### config.mk
export PLATFORM = sky130hd
export DESIGN_NAME = balance_drive_mode_controller
export DESIGN_NICKNAME = d
export VERILOG_FILES = /design/src/hw/rtl/bdmc_pkg.sv /design/src/hw/rtl/bdmc_cfg.sv /design/src/hw/rtl/bdmc_mode.sv /design/src/hw/rtl/bdmc_pd.sv /design/src/hw/rtl/balance_drive_mode_controller.sv
export VERILOG_INCLUDE_DIRS = /design/src /design/src/hw/rtl
export SDC_FILE = /design/constraint.sdc
export NUM_CORES = 2
export LEC_CHECK = 0
export ABC_AREA = 1
export BUFFER_PORTS_ARGS = -buffer_cell sky130_fd_sc_hd__buf_2
export CAP_MARGIN = 20
export CORE_MARGIN = 2
export CORE_UTILIZATION = 65
export DETAILED_ROUTE_END_ITERATION = 10
export PLACE_DENSITY = 0.83
export SETUP_SLACK_MARGIN = 0.5
export SYNTH_ARGS = -nofsm -noshare
export SYNTH_HDL_FRONTEND = slang
export SYNTH_SLANG_ARGS = --single-unit
### constraint.sdc
create_clock -name clk -period 34.3 [get_ports clk]
set_input_delay 3.43 -clock clk [delete_from_list [all_inputs] [get_ports clk]]
set_output_delay 3.43 -clock clk [all_outputs]
set_load 0.005 [all_outputs]
### src/hw/rtl/balance_drive_mode_controller_assert.svh
// ----------------------------------------------------------------------------
// Balance drive mode controller assertion macros
// Concurrent assertion shorthands; empty when SYNTH is defined.
// ----------------------------------------------------------------------------
`ifndef BALANCE_DRIVE_MODE_CONTROLLER_ASSERT_SVH
`define BALANCE_DRIVE_MODE_CONTROLLER_ASSERT_SVH

`ifndef SYNTH
// Same-cycle implication, disabled during reset.
`define BDMC_ASSERT_IMP(lbl, clk, rstn, ante, cons, msg) \
	lbl: assert property (@(posedge clk) disable iff (!rstn) (ante) |-> (cons)) \
		else $error(msg);
// Next-cycle implication, disabled during reset.
`define BDMC_ASSERT_NXT(lbl, clk, rstn, ante, cons, msg) \
	lbl: assert property (@(posedge clk) disable iff (!rstn) (ante) |=> (cons)) \
		else $error(msg);
`else
`define BDMC_ASSERT_IMP(lbl, clk, rstn, ante, cons, msg)
`define BDMC_ASSERT_NXT(lbl, clk, rstn, ante, cons, msg)
`endif

`endif

### src/hw/rtl/bdmc_pkg.sv
// ----------------------------------------------------------------------------
// Balance drive mode controller package
// Mode codes, chassis codes, register map and shared structures.
// ----------------------------------------------------------------------------
`default_nettype none

package bdmc_pkg;

	typedef enum logic [1:0] {
		MODE_STOPPED   = 2'd0,
		MODE_STARTING  = 2'd1,
		MODE_BALANCING = 2'd2
	} mode_t;

	localparam logic [1:0] CHASSIS_STARTING = 2'd0;
	localparam logic [1:0] CHASSIS_NORMAL   = 2'd1;
	localparam logic [1:0] CHASSIS_DROPPED  = 2'd2;

	localparam int ADDR_W    = 5;
	localparam int REG_IDX_W = 3;

	localparam logic [REG_IDX_W-1:0] REG_STOP_HOLD    = 3'd0;
	localparam logic [REG_IDX_W-1:0] REG_START_HOLD   = 3'd1;
	localparam logic [REG_IDX_W-1:0] REG_RPM_LIMIT    = 3'd2;
	localparam logic [REG_IDX_W-1:0] REG_PITCH_WINDOW = 3'd3;
	localparam logic [REG_IDX_W-1:0] REG_PROP_GAIN    = 3'd4;
	localparam logic [REG_IDX_W-1:0] REG_DERIV_GAIN   = 3'd5;
	localparam logic [REG_IDX_W-1:0] REG_DUTY_LIMIT   = 3'd6;

	localparam logic [15:0] RST_STOP_HOLD    = 16'd700;
	localparam logic [15:0] RST_START_HOLD   = 16'd500;
	localparam logic [14:0] RST_RPM_LIMIT    = 15'd200;
	localparam logic [14:0] RST_PITCH_WINDOW = 15'd4096;
	localparam logic [15:0] RST_PROP_GAIN    = 16'd3277;
	localparam logic [15:0] RST_DERIV_GAIN   = 16'd6554;
	localparam logic [14:0] RST_DUTY_LIMIT   = 15'd6554;

	typedef struct packed {
		logic [15:0] stop_hold_ms;
		logic [15:0] start_hold_ms;
		logic [14:0] rpm_limit;
		logic [14:0] pitch_window;
		logic [15:0] prop_gain;
		logic [15:0] deriv_gain;
		logic [14:0] duty_limit;
	} cfg_t;

	typedef struct packed {
		mode_t mode;
		logic  stop_motor;
		logic  apply_brake;
		logic  reset_targets;
		logic  pd_enable;
	} mode_flags_t;

endpackage

`default_nettype wire

### src/hw/rtl/bdmc_cfg.sv
// ----------------------------------------------------------------------------
// Balance drive mode controller configuration registers
// APB-style register file holding the hold times, limits and gains.
// ----------------------------------------------------------------------------
`default_nettype none

module bdmc_cfg (
	input  wire logic                       clk,
	input  wire logic                       arst_n,
	input  wire logic                       psel,
	input  wire logic                       penable,
	input  wire logic                       pwrite,
	input  wire logic [bdmc_pkg::ADDR_W-1:0] paddr,
	input  wire logic [31:0]                pwdata,
	output logic      [31:0]                prdata,
	output logic                            pready,
	output bdmc_pkg::cfg_t                  cfg
);
	import bdmc_pkg::*;

	cfg_t                 cfg_q;
	logic [REG_IDX_W-1:0] reg_idx;
	logic                 wr_en;

	assign pready  = 1'b1;
	assign reg_idx = paddr[ADDR_W-1:2];
	assign wr_en   = psel && penable && pwrite && pready;
	assign cfg     = cfg_q;

	always_ff @(posedge clk or negedge arst_n) begin
		if (!arst_n) begin
			cfg_q.stop_hold_ms  <= RST_STOP_HOLD;
			cfg_q.start_hold_ms <= RST_START_HOLD;
			cfg_q.rpm_limit     <= RST_RPM_LIMIT;
			cfg_q.pitch_window  <= RST_PITCH_WINDOW;
			cfg_q.prop_gain     <= RST_PROP_GAIN;
			cfg_q.deriv_gain    <= RST_DERIV_GAIN;
			cfg_q.duty_limit    <= RST_DUTY_LIMIT;
		end else if (wr_en) begin
			case (reg_idx)
				REG_STOP_HOLD:    cfg_q.stop_hold_ms  <= pwdata[15:0];
				REG_START_HOLD:   cfg_q.start_hold_ms <= pwdata[15:0];
				REG_RPM_LIMIT:    cfg_q.rpm_limit     <= pwdata[14:0];
				REG_PITCH_WINDOW: cfg_q.pitch_window  <= pwdata[14:0];
				REG_PROP_GAIN:    cfg_q.prop_gain     <= pwdata[15:0];
				REG_DERIV_GAIN:   cfg_q.deriv_gain    <= pwdata[15:0];
				REG_DUTY_LIMIT:   cfg_q.duty_limit    <= pwdata[14:0];
				default: ;
			endcase
		end
	end

	always_comb begin
		case (reg_idx)
			REG_STOP_HOLD:    prdata = 32'(cfg_q.stop_hold_ms);
			REG_START_HOLD:   prdata = 32'(cfg_q.start_hold_ms);
			REG_RPM_LIMIT:    prdata = 32'(cfg_q.rpm_limit);
			REG_PITCH_WINDOW: prdata = 32'(cfg_q.pitch_window);
			REG_PROP_GAIN:    prdata = 32'(cfg_q.prop_gain);
			REG_DERIV_GAIN:   prdata = 32'(cfg_q.deriv_gain);
			REG_DUTY_LIMIT:   prdata = 32'(cfg_q.duty_limit);
			default:          prdata = 32'd0;
		endcase
	end

endmodule

`default_nettype wire

### src/hw/rtl/bdmc_mode.sv
// ----------------------------------------------------------------------------
// Balance drive mode controller mode machine
// Stopped / starting / balancing state with accumulated hold timers.
// ----------------------------------------------------------------------------
`default_nettype none

module bdmc_mode #(
	parameter int BALANCE_HOLD_MS = 3000
) (
	input  wire logic                 clk,
	input  wire logic                 arst_n,
	input  wire logic                 step,
	input  wire logic [31:0]          time_stamp,
	input  wire logic [1:0]           chassis_state,
	input  wire logic signed [15:0]   pitch,
	input  wire logic signed [15:0]   motor_rpm,
	input  wire bdmc_pkg::cfg_t       cfg,
	output bdmc_pkg::mode_t           mode_cur,
	output bdmc_pkg::mode_flags_t     flags
);
	import bdmc_pkg::*;

	mode_t       mode_q;
	mode_t       mode_ovr;
	mode_t       mode_d;
	logic [31:0] hold_q;
	logic [31:0] hold_ovr;
	logic [31:0] hold_d;
	logic [31:0] hold_sum;
	logic [31:0] last_time_q;
	logic [31:0] dt;
	logic        force_start;
	logic        force_stop;
	logic        in_window;

	assign mode_cur = mode_q;
	assign dt       = time_stamp - last_time_q;

	assign force_start = (chassis_state == CHASSIS_STARTING) &&
		(motor_rpm < $signed({1'b0, cfg.rpm_limit}));
	assign force_stop  = (chassis_state == CHASSIS_DROPPED);
	assign in_window   = (pitch < $signed({1'b0, cfg.pitch_window})) &&
		(pitch > -$signed({1'b0, cfg.pitch_window}));

	// Chassis overrides are applied before the mode's own rules.
	always_comb begin
		mode_ovr = mode_q;
		hold_ovr = hold_q;
		if (force_start) begin
			mode_ovr = MODE_STARTING;
			hold_ovr = '0;
		end else if (force_stop) begin
			mode_ovr = MODE_STOPPED;
			hold_ovr = '0;
		end
	end

	assign hold_sum = hold_ovr + dt;

	// Next state and next hold.
	always_comb begin
		mode_d = mode_ovr;
		hold_d = hold_ovr;
		case (mode_ovr)
			MODE_STOPPED: begin
				if (chassis_state == CHASSIS_STARTING) begin
					if (hold_sum > 32'(cfg.stop_hold_ms)) begin
						mode_d = MODE_STARTING;
						hold_d = '0;
					end else begin
						hold_d = hold_sum;
					end
				end else begin
					hold_d = '0;
				end
			end
			MODE_STARTING: begin
				if (chassis_state != CHASSIS_NORMAL) begin
					hold_d = '0;
				end else if (hold_sum > 32'(cfg.start_hold_ms)) begin
					mode_d = MODE_BALANCING;
					hold_d = '0;
				end else begin
					hold_d = hold_sum;
				end
			end
			MODE_BALANCING: begin
				if (hold_sum >= 32'(BALANCE_HOLD_MS)) begin
					hold_d = '0;
				end else begin
					hold_d = hold_sum;
				end
			end
			default: ;
		endcase
	end

	// Per-step flags.
	always_comb begin
		flags               = '0;
		flags.mode          = mode_d;
		flags.stop_motor    = force_stop && !force_start && (mode_q != MODE_STOPPED);
		case (mode_ovr)
			MODE_STOPPED:   flags.apply_brake = 1'b1;
			MODE_STARTING:  flags.reset_targets = 1'b1;
			MODE_BALANCING: begin
				flags.reset_targets = 1'b1;
				flags.pd_enable     = in_window;
			end
			default: ;
		endcase
	end

	always_ff @(posedge clk or negedge arst_n) begin
		if (!arst_n) begin
			mode_q      <= MODE_STOPPED;
			hold_q      <= '0;
			last_time_q <= '0;
		end else if (step) begin
			mode_q      <= mode_d;
			hold_q      <= hold_d;
			last_time_q <= time_stamp;
		end
	end

endmodule

`default_nettype wire

### src/hw/rtl/bdmc_pd.sv
// ----------------------------------------------------------------------------
// Balance drive mode controller PD law
// Proportional-derivative duty on pitch error, rounded to Q1.15 and clamped.
// ----------------------------------------------------------------------------
`default_nettype none

module bdmc_pd (
	input  wire logic               clk,
	input  wire logic               arst_n,
	input  wire logic               update,
	input  wire logic signed [15:0] pitch,
	input  wire bdmc_pkg::cfg_t     cfg,
	output logic signed [15:0]      duty
);
	import bdmc_pkg::*;

	logic signed [15:0] prev_err_q;
	logic signed [15:0] err;
	logic signed [16:0] diff;
	logic signed [32:0] p_term;
	logic signed [33:0] d_term;
	logic signed [34:0] sum;
	logic signed [34:0] rnd;
	logic signed [25:0] q;
	logic signed [25:0] lim;

	// The error is only used inside the pitch window, so negation cannot overflow.
	assign err    = -pitch;
	assign diff   = 17'(err) - 17'(prev_err_q);
	assign p_term = 33'(err) * 33'($signed({1'b0, cfg.prop_gain}));
	assign d_term = 34'(diff) * 34'($signed({1'b0, cfg.deriv_gain}));
	assign sum    = 35'(p_term) + 35'(d_term);
	assign rnd    = sum + 35'sd256;
	// Arithmetic shift gives floor, so halves round toward plus infinity.
	assign q      = rnd[34:9];
	assign lim    = $signed(26'(cfg.duty_limit));

	always_comb begin
		if (q > lim) begin
			duty = lim[15:0];
		end else if (q < -lim) begin
			duty = 16'(-lim);
		end else begin
			duty = q[15:0];
		end
	end

	always_ff @(posedge clk or negedge arst_n) begin
		if (!arst_n) begin
			prev_err_q <= '0;
		end else if (update) begin
			prev_err_q <= err;
		end
	end

endmodule

`default_nettype wire

### src/hw/rtl/balance_drive_mode_controller.sv
// Path: an accepted transfer passes the input register, then the result register.
// Throughput: one item per cycle, sustained while the result side is not stalled.
// The mode/hold/time state feeds back from its registers to the next item, which sets that rate.
// Reset (arst_n low) clears both stage valids, the mode machine, hold timer,
// last run time, previous error, and loads the register defaults.
// ----------------------------------------------------------------------------
// Balance drive mode controller
// Per-tick stopped / starting / balancing mode machine with a clamped PD
// duty law, an input register, a result register and an APB-style port.
// ----------------------------------------------------------------------------
`default_nettype none

`include "balance_drive_mode_controller_assert.svh"

module balance_drive_mode_controller #(
	parameter int BALANCE_HOLD_MS = 3000
) (
	input  wire logic                        clk,
	input  wire logic                        arst_n,
	// Configuration port
	input  wire logic                        psel,
	input  wire logic                        penable,
	input  wire logic                        pwrite,
	input  wire logic [bdmc_pkg::ADDR_W-1:0] paddr,
	input  wire logic [31:0]                 pwdata,
	output logic      [31:0]                 prdata,
	output logic                             pready,
	// Item channel
	input  wire logic                        item_valid,
	output logic                             item_stall,
	input  wire logic [31:0]                 time_stamp,
	input  wire logic                        board_ready,
	input  wire logic [1:0]                  chassis_state,
	input  wire logic signed [15:0]          pitch,
	input  wire logic signed [15:0]          motor_rpm,
	// Result channel
	output logic                             result_valid,
	input  wire logic                        result_stall,
	output logic                             run_status,
	output logic [1:0]                       mode,
	output logic                             stop_motor,
	output logic                             apply_brake,
	output logic                             reset_targets,
	output logic                             duty_valid,
	output logic signed [15:0]               duty
);
	import bdmc_pkg::*;

	cfg_t               cfg;
	mode_t              mode_cur;
	mode_flags_t        flags;
	logic signed [15:0] pd_duty;

	// Input register stage.
	logic               valid_s1;
	logic [31:0]        time_stamp_s1;
	logic               board_ready_s1;
	logic [1:0]         chassis_state_s1;
	logic signed [15:0] pitch_s1;
	logic signed [15:0] motor_rpm_s1;

	// Result register stage.
	logic               valid_s2;
	logic               run_status_s2;
	logic [1:0]         mode_s2;
	logic               stop_motor_s2;
	logic               apply_brake_s2;
	logic               reset_targets_s2;
	logic               duty_valid_s2;
	logic signed [15:0] duty_s2;

	logic in_accept;
	logic out_free;
	logic s1_move;
	logic step;
	logic pd_fire;

	// The result register is free when it is empty or its transfer completes
	// this cycle; the input stage then moves forward and a new item can enter
	// behind it in the same cycle.
	assign out_free   = !valid_s2 || !result_stall;
	assign s1_move    = valid_s1 && out_free;
	assign item_stall = valid_s1 && !out_free;
	assign in_accept  = item_valid && !item_stall;

	// A tick with the board not ready reports idle and leaves all state alone.
	assign step    = s1_move && board_ready_s1;
	assign pd_fire = step && flags.pd_enable;

	bdmc_cfg u_cfg (
		.clk     (clk),
		.arst_n  (arst_n),
		.psel    (psel),
		.penable (penable),
		.pwrite  (pwrite),
		.paddr   (paddr),
		.pwdata  (pwdata),
		.prdata  (prdata),
		.pready  (pready),
		.cfg     (cfg)
	);

	bdmc_mode #(
		.BALANCE_HOLD_MS (BALANCE_HOLD_MS)
	) u_mode (
		.clk           (clk),
		.arst_n        (arst_n),
		.step          (step),
		.time_stamp    (time_stamp_s1),
		.chassis_state (chassis_state_s1),
		.pitch         (pitch_s1),
		.motor_rpm     (motor_rpm_s1),
		.cfg           (cfg),
		.mode_cur      (mode_cur),
		.flags         (flags)
	);

	bdmc_pd u_pd (
		.clk    (clk),
		.arst_n (arst_n),
		.update (pd_fire),
		.pitch  (pitch_s1),
		.cfg    (cfg),
		.duty   (pd_duty)
	);

	always_ff @(posedge clk or negedge arst_n) begin
		if (!arst_n) begin
			valid_s1 <= 1'b0;
			valid_s2 <= 1'b0;
		end else begin
			valid_s1 <= in_accept || (valid_s1 && !s1_move);
			valid_s2 <= s1_move || (valid_s2 && result_stall);
		end
	end

	always_ff @(posedge clk) begin
		if (in_accept) begin
			time_stamp_s1    <= time_stamp;
			board_ready_s1   <= board_ready;
			chassis_state_s1 <= chassis_state;
			pitch_s1         <= pitch;
			motor_rpm_s1     <= motor_rpm;
		end
	end

	// Not-ready ticks show the current mode with every flag and the duty at zero.
	always_ff @(posedge clk) begin
		if (s1_move) begin
			run_status_s2    <= board_ready_s1;
			mode_s2          <= board_ready_s1 ? flags.mode : mode_cur;
			stop_motor_s2    <= board_ready_s1 && flags.stop_motor;
			apply_brake_s2   <= board_ready_s1 && flags.apply_brake;
			reset_targets_s2 <= board_ready_s1 && flags.reset_targets;
			duty_valid_s2    <= board_ready_s1 && flags.pd_enable;
			duty_s2          <= (board_ready_s1 && flags.pd_enable) ? pd_duty : 16'sd0;
		end
	end

	assign result_valid  = valid_s2;
	assign run_status    = run_status_s2;
	assign mode          = mode_s2;
	assign stop_motor    = stop_motor_s2;
	assign apply_brake   = apply_brake_s2;
	assign reset_targets = reset_targets_s2;
	assign duty_valid    = duty_valid_s2;
	assign duty          = duty_s2;

	// A duty target only comes out of an executed step in balancing mode.
	`BDMC_ASSERT_IMP(a_duty_mode, clk, arst_n, result_valid && duty_valid, run_status && (mode == MODE_BALANCING), "duty issued outside balancing")
	// The issued duty respects the symmetric clamp.
	`BDMC_ASSERT_IMP(a_duty_clamp, clk, arst_n, result_valid && duty_valid, (duty <= $signed({1'b0, cfg.duty_limit})) && (duty >= -$signed({1'b0, cfg.duty_limit})), "duty outside limit")
	// A forced stop always lands in stopped mode.
	`BDMC_ASSERT_IMP(a_stop_mode, clk, arst_n, result_valid && stop_motor, run_status && (mode == MODE_STOPPED), "stop_motor without stopped mode")
	// An idle report carries no action flags.
	`BDMC_ASSERT_IMP(a_idle_quiet, clk, arst_n, result_valid && !run_status, !stop_motor && !apply_brake && !reset_targets && !duty_valid, "idle result with flags set")
	// An empty result register never holds back the item side.
	`BDMC_ASSERT_IMP(a_no_stall_empty, clk, arst_n, !result_valid, !item_stall, "item stalled with empty result register")
	// A completed result transfer with nothing behind it leaves the output empty.
	`BDMC_ASSERT_NXT(a_drain, clk, arst_n, result_valid && !result_stall && !valid_s1, !result_valid, "result repeated after transfer")

endmodule

`default_nettype wire

# Yosys cells after proc, flatten, opt, wreduce, memory -nomap -nowiden
# Cells that the tools add are included.
# op_classes
add_sub_neg	8
mul	2
magnitude_cmp	8
eq_ne	10
mux	22
n_bitwise	1
n_reduce_logical	39
# op_table
op	count
$mux W32	7
$pmux W16 S7	1
$pmux W32 S3	1
$gt A32 B16 Y1	2
$add A33 B34 Y35	1
$add A35 B10 Y35 const B	1
$mul A17 B17 Y34	1
$mul A16 B17 Y33	1
$add A32 B32 Y32	1
$ge A32 B12 Y1 const B	1
$lt A16 B16 Y1	2
$sub A32 B32 Y32	1
$gt A26 B16 Y1	1
$lt A26 B26 Y1	1
$neg A15 Y26	1
$logic_and A1 B1 Y1	17
$sub A16 B16 Y17	1
$gt A16 B16 Y1	1
$mux W16	1
$neg A15 Y16	1
$neg A16 Y16	1
$mux W15	1
$mux W2	7
$reduce_and A2 Y1	7
15 further kinds	30
# word_totals
ff_bits	283
inputBits	111
output_inout_bits	58
elab_cells	116

# Logic depth before layout (Yosys ltp)
# depth
ltp_word	9
depth_mapped	68
ltp_nobuf	65

# By module
# Synthesis repeated with hierarchy kept, for this count alone.
# hier_totals
cells_unflattened	5284
hier_area_um2	41352.2
# by_module_without_submodules
module	instances	cells_each	area_per_inst_um2
bdmc_pd	1	3083	23939.2
bdmc_mode	1	1317	8757.1
bdmc_cfg	1	730	5601.6
balance_drive_mode_controller	1	154	3054.2

# Least setup slack after synthesis
# No wires, ideal clock.
# synth_path
path_kind	register -> register
from	reg pitch_s1[2]
to	reg duty_s2[2], in the netlist duty[2] (data pin)
arrival_ns	10.772
required_time_ns	34.047
slack_ns	23.275
stages_incl_launch_ff	55
path_buffers	2
synth_period_minus_slack_ns	11.025
cell_sequence	edfxtp_1 -> nor3_2 -> nand2_1 -> nor2_1 -> nand4_1 -> nor2_1 -> nand4_1 -> or2_1 -> nor2_1 -> nand2_1 -> nand2_1 -> inv_1 -> buf_4 -> ha_1 -> inv_1 -> nor3_1 -> nand3_1 -> o2111ai_1 -> [... 19 more ...] -> a21oi_1 -> nand2_1 -> a21oi_1 -> nand2_2 -> nand4_1 -> nand2_1 -> xor2_1 -> ha_1 -> inv_1 -> nor3_1 -> nand3_4 -> nand2_2 -> nand2_4 -> nand2_4 -> buf_6 -> nand2_1 -> nand3_1 -> nand2_1
# synth_between
elab_chain_cells	8
word_cells_on_any_way	15
# synth_lines
element	line	rtl
start: declaration	balance_drive_mode_controller.sv:59	logic signed [15:0] pitch_s1;
start signal: assignment	balance_drive_mode_controller.sv:142	pitch_s1 <= pitch;
$neg A16 Y16 (*)	bdmc_pd.sv:28	assign err = -pitch;
net u_pd.err[15]	bdmc_pd.sv:18	logic signed [15:0] err;
$sub A16 B16 Y17	bdmc_pd.sv:29	assign diff = 17'(err) - 17'(prev_err_q);
$mul A17 B17 Y34	bdmc_pd.sv:31	assign d_term = 34'(diff) * 34'($signed({1'b0, cfg.deriv_gain}));
$add A33 B34 Y35 (*)	bdmc_pd.sv:32	assign sum = 35'(p_term) + 35'(d_term);
$add A35 B10 Y35 (*)	bdmc_pd.sv:33	assign rnd = sum + 35'sd256;
$lt A26 B26 Y1	bdmc_pd.sv:41	end else if (q < -lim) begin
$mux W16	bdmc_pd.sv:41	
$mux W15 (*)	bdmc_pd.sv:39	if (q > lim) begin
end signal: assignment	balance_drive_mode_controller.sv:156	duty_s2 <= (board_ready_s1 && flags.pd_enable) ? pd_duty : 16'sd0;
end: declaration	balance_drive_mode_controller.sv:70	logic signed [15:0] duty_s2;
# The timed path passes the listed nets; every way through them passes the cells marked *.
# A chain may end at the register's enable or synchronous reset.

# Final worst setup path
# layout_path
from	reg pitch_s1[0]
to	reg duty_s2[1], in the netlist duty[1] (data pin)
# layout_between
elab_chain_cells	8
word_cells_on_any_way	15
# layout_lines
element	line
$neg A16 Y16	bdmc_pd.sv:28
$sub A16 B16 Y17	bdmc_pd.sv:29
$mul A17 B17 Y34	bdmc_pd.sv:31
$add A33 B34 Y35	bdmc_pd.sv:32
$add A35 B10 Y35	bdmc_pd.sv:33
$lt A26 B26 Y1	bdmc_pd.sv:41
$mux W16	bdmc_pd.sv:41
$mux W15	bdmc_pd.sv:39
# Several ways; a longest one is shown, not always the timed one.

==> load_flow_metrics.sql <==
INSERT INTO impl_metrics (metric_group, metric, value, unit) VALUES
('outcome', 'outcome', 'finished clean', ''),
('sta', 'clock_skew', '0.0130', 'ns'),
('sta', 'timing_max_transition_violations_final', '0', ''),
('clock_tree', 'cts_bufs_inserted', '30', ''),
('yosys', 'synth_sequential_area_ratio', '19.0', '%'),
('routing', 'drc', '0', ''),
('sta', 'worst-slew-pin-transition', '1.12', 'ns'),
('clock_tree', 'clkSinkCount', '283', ''),
('sta', 'grt_setup_unrepaired', 'no', ''),
('sta', 'setup_ws', '19.20', 'ns'),
('critical_path', 'crit_path_end', 'duty[1]$_SDFFCE_PN0P_', ''),
('routing', 'drt_iter0_drc', '3622', ''),
('critical_path', 'critical_path.reg2reg.startpoint', 'pitch_s1[0]$_DFFE_PP_', ''),
('yosys', 'synth.top_cell.area_share', '29.1', '%'),
('yosys', 'postSynthCellCount', '4965', ''),
('clock_tree', 'cts.root.buffer_cell', 'clkbuf_16', ''),
('flow_run', 'maxCapViolations', '0', ''),
('sta', 'hold_viol', '0', ''),
('cells_and_area', 'n_fill_cell', '4866', ''),
('cells_and_area', 'finish.instance_area', '42200', 'sq um'),
('yosys', 'yosys.cell_count.top_type', 'inv_1', ''),
('global_routing', 'via_count_of_the_first_global_routing_pass', '33800', ''),
('floorplanning', 'initial_core_util', '66.0', '%'),
('hold_path', 'worst_hold_path_type', 'reg -> reg', ''),
('critical_path', 'ff2ff_path_depth', '54', ''),
('clock_tree', 'insertion_delay', '0.60', 'ns'),
('global_routing', 'grt.met1_usage', '52.7', '%'),
('routing', 'detail_route.wl_per_cell', '21.2', 'microns'),
('sta', 'fin_tns_setup', '0', 'ns'),
('yosys', 'synth_area_per_cell', '8.04', 'sq um'),
('critical_path', 'launching_element_type_of_the_critical_path', 'register', ''),
('global_routing', 'grt_start_max_net_pins', '112', ''),
('sta', 'setup_viol', '0', ''),
('yosys', 'synth_top_cells_by_area', 'fa_1 29%, inv_1 12%, ha_1 11%', ''),
('floorplanning', 'die_w', '252', 'microns'),
('critical_path', 'worst_r2r_endpoint', 'duty[1]$_SDFFCE_PN0P_', ''),
('floorplanning', 'boundaryPins', '169', ''),
('routing', 'postRouteWirelength', '123000', 'microns'),
('routing', 'route.detailed.vias_per_inst', '5.80', ''),
('clock_tree', 'hold_bufs_inserted_after_cts', '0', ''),
('clock_tree', 'clock_tree.htree_level_count', '1', ''),
('floorplanning', 'floorplan.die_area', '63400', 'sq um'),
('cells_and_area', 'area_overhead_vs_synth', '5.77', '%'),
('global_routing', 'grt_antenna_before_repair', '6', ''),
('place', 'detailed_place_hpwl', '98800', 'microns'),
('clock_tree', 'clkTransAtPathRegs', '0.06', 'ns'),
('yosys', 'synth_async_sr_flop_share', '68.2', '%'),
('clock_tree', 'cts_resized', '0', ''),
('yosys', 'synth.yosys.warnings', '0', ''),
('critical_path', 'worst_ep_required_time', '34.64', 'ns'),
('sta', 'finalCriticalPeriod', '15.10', 'ns'),
('place', 'gpl.final_weighted_congestion', '1.01', ''),
('floorplanning', 'floorplan.core_area', '60500', 'sq um'),
('yosys', 'mappedNetlistArea', '39900', 'sq um'),
('clock_tree', 'tritoncts', 'yes', ''),
('place', 'placed_cell_area', '41100', 'sq um'),
('cells_and_area', 'finalCoreUtilization', '69.8', '%'),
('yosys', 'ys_ff_latch', '283', ''),
('critical_path', 'worstSetupStartpoint', 'pitch_s1[0]$_DFFE_PP_', ''),
('global_routing', 'busiest_metal_layer_after_global_routing', 'met2', ''),
('global_routing', 'grt_usage', '39.9', '%'),
('clock_tree', 'post_cts.repair.setup_buffers', '0', ''),
('yosys', 'synth_enable_flop_cells', '90', ''),
('global_routing', 'grt.overflow.total', '0', ''),
('floorplanning', 'rows', '90', ''),
('critical_path', 'cp_slowest_cell', 'edfxtp_1', ''),
('critical_path', 'worstPathArrival', '15.43', 'ns'),
('yosys', 'netlist.top_cell.by_area', 'fa_1', ''),
('sta', 'min_period_over_period', '44.0', '%'),
('routing', 'dr.pass1.iters', '9', ''),
('global_routing', 'grt_first_pass_wirelength', '191000', 'microns');
final cells by class:
| type | count | area (sq um) | area share, % |
|---|---|---|---|
| Timing Repair Buffer | 152 | 845 | 2.00 |
| Sequential cell | 283 | 7580 | 18.0 |
| Antenna cell | 5 | 12.5 | 0.0296 |
| Clock buffer | 31 | 754 | 1.79 |
| Multi-Input combinational cell | 3297 | 27000 | 64.1 |
| Inverter | 1250 | 4690 | 11.1 |
| Clock inverter | 25 | 307 | 0.726 |
| Tap cell | 782 | 978 | 2.32 |
how the worst min path moves through the flow:
stage	slack, ns	cells past startpoint	startpoint	endpoint
final	0.49	2	u_cfg.cfg[72]$_DFFE_PN0P_	u_cfg.cfg[72]$_DFFE_PN0P_
after global routing	0.51	2	u_pd.prev_err_q[7]$_DFFE_PN0P_	u_pd.prev_err_q[7]$_DFFE_PN0P_
after CTS	0.49	2	u_cfg.cfg[74]$_DFFE_PN0P_	u_cfg.cfg[74]$_DFFE_PN0P_
after detailed placement	0.47	2	u_cfg.cfg[80]$_DFFE_PN0P_	u_cfg.cfg[80]$_DFFE_PN0P_
after global placement	0.47	2	u_cfg.cfg[72]$_DFFE_PN0P_	u_cfg.cfg[72]$_DFFE_PN0P_
after floorplan	0.43	2	valid_s1$_DFF_PN0_	result_valid$_DFF_PN0_
cell families after synthesis:
kind of cell	share of synthesized area, %
compound gates	6.73
xor+xnor	1.45
fa+ha+maj	40.4
buf+inv	13.4
flops	19.0
other cells	0.0188
simple gates	19.0
flip-flops by register name, summed over array words and instances, names as in the netlist, 2 cells and up:
signal,flops
u_mode.last_time_q,32
chassis_state_s1,2
u_mode.mode_cur,2
u_cfg.cfg,109
pitch_s1,16
mode,2
duty,16
motor_rpm_s1,16
u_pd.prev_err_q,16
time_stamp_s1,32
u_mode.hold_q,32
layer usage:
layer | routed length, microns | share of wire [%]
met5 | 12 | 0.0097
met4 | 7390 | 6.0
met3 | 16700 | 14
met2 | 52900 | 43
met1 | 46300 | 38
worst max-delay path: cells and delay by family, from the launching register on:
family / cells / cell delay [ns]
compound gates: 6 / 0.96
simple gates: 27 / 5.25
buf+inv: 9 / 1.71
xor+xnor: 1 / 0.38
flops: 1 / 0.82
fa+ha+maj: 11 / 5.68
through the flow:
step / std cells / hold slack, ns
floorplan: 4980 / 0.433
global placement: 5762 / 0.465
detailed placement: 5762 / 0.472
CTS: 5818 / 0.488
global route: 5822 / 0.509
finish: 5825 / 0.486
cell usage in the layout (no fill, tap or decap), types with 85 or more instances in the layout:
cell type | Yosys | routed
inv_1 | 1224 | 1222
nand2_1 | 1048 | 1046
fa_1 | 580 | 580
nor2_1 | 395 | 394
ha_1 | 360 | 360
o21ai_0 | 226 | 226
dfrtp_1 | 156 | 156
nand3_1 | 154 | 154
a21oi_1 | 142 | 141
buf_2 | 6 | 132
edfxtp_1 | 90 | 90
nand4_1 | 85 | 85
Power is left out: the tool's default activity adds up to more than one toggle a clock period on the data nets, which glitch-free logic cannot reach.
